--- src/sv/cstc_shadow_mem.sv ---
// Shadow call stack storage: one write port, one registered read port.
module cstc_shadow_mem #(
  parameter int STACK_DEPTH = 32,
  localparam int SW = $clog2(STACK_DEPTH)
) (
  input  logic          clk_i,
  input  logic          we_i,
  input  logic [SW-1:0] waddr_i,
  input  logic [79:0]   wdata_i,
  input  logic [SW-1:0] raddr_i,
  output logic [79:0]   rdata_o
);
  logic [79:0] mem_q [STACK_DEPTH];

  always_ff @(posedge clk_i) begin
    if (we_i) mem_q[waddr_i] <= wdata_i;
    rdata_o <= mem_q[raddr_i];
  end
endmodule
--- config.mk ---
export PLATFORM = sky130hd
export DESIGN_NAME = cstc_shadow_mem
export DESIGN_NICKNAME = d
export VERILOG_FILES = /design/src/sv/cstc_shadow_mem.sv
export SDC_FILE = /design/constraint.sdc
export NUM_CORES = 2
export LEC_CHECK = 0
export BUFFER_PORTS_ARGS = -buffer_cell sky130_fd_sc_hd__buf_2
export CORE_ASPECT_RATIO = 1.1
export CORE_MARGIN = 2
export CORE_UTILIZATION = 60
export CTS_BUF_LIST = sky130_fd_sc_hd__clkbuf_8
export CTS_CLUSTER_DIAMETER = 80
export CTS_CLUSTER_SIZE = 20
export DETAILED_ROUTE_END_ITERATION = 6
export MAX_ROUTING_LAYER = met4
export PLACE_DENSITY = 0.89
export SYNTH_ARGS = -nofsm -noshare
export SYNTH_HDL_FRONTEND = slang
export SYNTH_SLANG_ARGS = --single-unit
--- constraint.sdc ---
create_clock -name clk_i -period 9.2 [get_ports clk_i]
set_input_delay 0.92 -clock clk_i [delete_from_list [all_inputs] [get_ports clk_i]]
set_output_delay 0.92 -clock clk_i [all_outputs]
set_load 0.02 [all_outputs]
Yosys cells after proc, flatten, opt, wreduce, memory -nomap -nowiden. Memory sizes are Yosys's and may differ from the RTL's. A register that Yosys moved wholly into a read port is not among the register bits. Cells that the tools add are included.

Flip-flop bits (word level): 0. Bits in writable memories: 2560. Output and inout bits: 80. Input bits: 92. Memories: 1. Word-level logic and storage cells: 3.

Memories: mem_q (words 32, bits a word 80, read ports 1, clocked after memory_dff 1, write ports 1, RTL line 13) `logic [79:0] mem_q [STACK_DEPTH];`.

Muxes and demuxes: 2.

Operator list (number): 1-bit two-way mux (2).

Depth between registers and ports, before layout.
Depth in word-level cells: 2. Depth in mapped cells: 9. Gate-level depth less buffers: 4.

Worst setup path before layout. No wires, ideal clock.

Kind: input-to-reg. Start point: input port waddr_i[1]. End point: memory mem_q[12][0], enable pin. Setup slack: 3764 ps. Data arrival time: 4917 ps. Data required time: 8681 ps. Stages on the path: 3. Cells stage by stage: or3b_2 -> clkbuf_1 -> nor2_1.

RTL lines: from (decl) (RTL line 8) `input logic [SW-1:0] waddr_i,`; to (decl) (RTL line 13).

No word-level cell before the write port.

Worst setup path after layout.
Start point: input port waddr_i[1]. End point: memory mem_q[29][50], enable pin.

No word-level cell before the write port.

==> metrics.txt <==
Combinational Power Share 5.9%; synth top area cells edfxtp_1 (78%), mux4_2 (7.3%), mux2i_1 (6.5%); flop and latch count out of synthesis 2640; PnR Total Power 19.7 mW; Syn Area/Cell 21.1 µm²; Max Clk Rate 274 MHz; quantity of gates resized following cts 0; Std-Cell Rows 156; cell count of the worst hold path 1; cts hold-fix bufs 0; hold crit path type input port to register; Max-Cap Viols 0; top-count cell post-synth edfxtp_1; clk sink count 2640; Reg area 78500 µm²; Die X 391 µm; wirelength, routed 239000 µm; Residual DRC 0; maximum fanout along the worst path 40; minimum clock period 3650 ps; Nets 4944; via density per instance 7.03; clock skew 65.7 ps; DP Area 102000 µm²; Worst-Skew Late Latency 1000 ps; Final Worst Setup Slack 5550 ps; first-pass GRT wire length 339000 µm; sw frac 22.1%; FILL cells 9931; initial core utilization 60.3%; CTS root buffer clkbuf_8; pre-CTS WS 4670 ps; Flop pwr share 68.3%; Main synth FF type edfxtp_1; Post-synth EDFFs 2560; Power Density 187 nW/µm²; synth cell count leaders edfxtp_1 (2560), mux2i_1 (640), a22oi_1 (424); endpoints failing hold 0; kind of end point of the critical path register; Multi-input gate area 19400 µm²; die area 168000 µm²; clock tree from TritonCTS yes; Critical Path RT 9780 ps; status complete, no violations; Port Buffer Count 171; grt total ovfl 0; slew margin rel. 7.65%; clk buf depth 3; Critical Path AT 4230 ps; largest net degree at the start of global routing 155; post-DR wirelength/cell 33.5 µm; area grow syn2layout 6.20%; setup_tns 0 ps; share of cells above drive strength 1 16.6%; NetSw 4.34 mW; worst hold slack 403 ps; Synth top area share 77.7%; Design Area, Final 105000 µm²; initial DRC count 8214; TritonCTS Buffers 151; synth unique cells 32; H-tree depth 4; routability congestion estimate 0.807; area leader, netlist edfxtp_1; Die Y 430 µm; Synth Net Count 4774; Top Ports 172; core area 164000 µm²; RSZ-0062 raised after global routing false; register area share after synthesis 79.3%; maximum vdd drop 0.000154 V; hpwl dp 128000 µm; clock transition at the registers of the reported paths 110 ps; post-CTS setup buffer count 0; vias in the first global route 49700; post-synthesis cell area 98900 µm²; initial antenna violation count 24; max-slew violation count 0; fin crit share 39.7%; vias after detailed routing 50100; asr flop ratio synth 0%; # setup viols final 0; Clock Power Share 25.7%; GRT Resource Usage Total 29.1%; critical path type input port to register; yosys warns 0; Least-Margin Pin Slew 1380 ps; DR pass1 iterations 6; ANT nets after route 0; FF-to-FF path depth 4; Leakage 34.0 nW; Int Pwr 15.3 mW; cells after synthesis 4682; CP Launch Type input port
kinds of logic (layout without fill, tap and decap cells):
logic type	after synthesis	count (layout)	synth area share (%)
mux	960	960	13.8
buf+inv	263	549	1.38
simple gates	295	295	1.55
compound gates	524	524	3.96
flops	2640	2640	79.3
other cells	0	23	0
sequential cells by signal, indices dropped and copies added, names as in the netlist:
register	cells
mem_q	2560
rdata_o	80
layer usage:
layer	up-vias	track usage [%]	part of all wire (%)
met1	25600	38.0	33
met2	4136	45.8	50
met4	0	10.5	3.3
met5	-	-	0
li1	19800	-	-
met3	560	6.24	13
worst paths after layout:
kind	from	to	slack, ps
worst max-delay path	waddr_i[1]	mem_q[29][50]	5550
worst min-delay path	wdata_i[18]	mem_q[12][18]	400
worst max register to register	mem_q[31][60]	rdata_o[60]	7330
worst min register to register	mem_q[20][4]	rdata_o[4]	690
stage by stage:
| stage | instances | util, % |
|---|---|---|
| 2_1_floorplan | 4682 | - |
| 3_3_place_gp | 6832 | 62.4 |
| 3_5_place_dp | 6832 | 62.4 |
| 4_1_cts | 7101 | 64.0 |
| 5_1_grt | 7120 | 64.1 |
| 6_report | 7124 | 64.1 |
critical path: stages:
cell and delay, ps:
buf_2 110, nand3b_1 700, nor2_4 980, buf_4 570, buf_4 760
final cells by class:
class,instances,share of cell area (%)
Antenna cell,23,0.0548
Clock inverter,118,0.561
Inverter,1,0.00357
Multi-Input combinational cell,1779,18.5
Clock buffer,151,1.98
Tap cell,2133,2.54
Sequential cell,2640,74.7
Timing Repair Buffer,279,1.66
cell usage in the layout, fill, tap and decap left out, types with 7 or more instances in the layout:
cell      instances
edfxtp_1       2560
mux2i_1         640
a22oi_1         424
mux4_2          320
buf_2           167
nand3_1         152
clkbuf_8        151
buf_4           106
inv_1            98
dfxtp_1          80
nand4_1          46
a22o_1           44
a31oi_1          44
nor2_4           37
diode_2          23
nand2_1          11
nor2b_1           8
a21oi_1           8
inv_6             8
and2_1            7
power by group through the flow:
stage	Clock [mW]	Combinational, mW	Sequential, mW
final	5.06	1.17	13.4
after global routing	5.45	1.23	13.5
after CTS	5.06	1.16	13.4
after detailed placement	0	1.15	13.7
after global placement	0	1.10	13.7
after floorplan	0	0.623	13.7
Power figures use the tool's default switching activity.
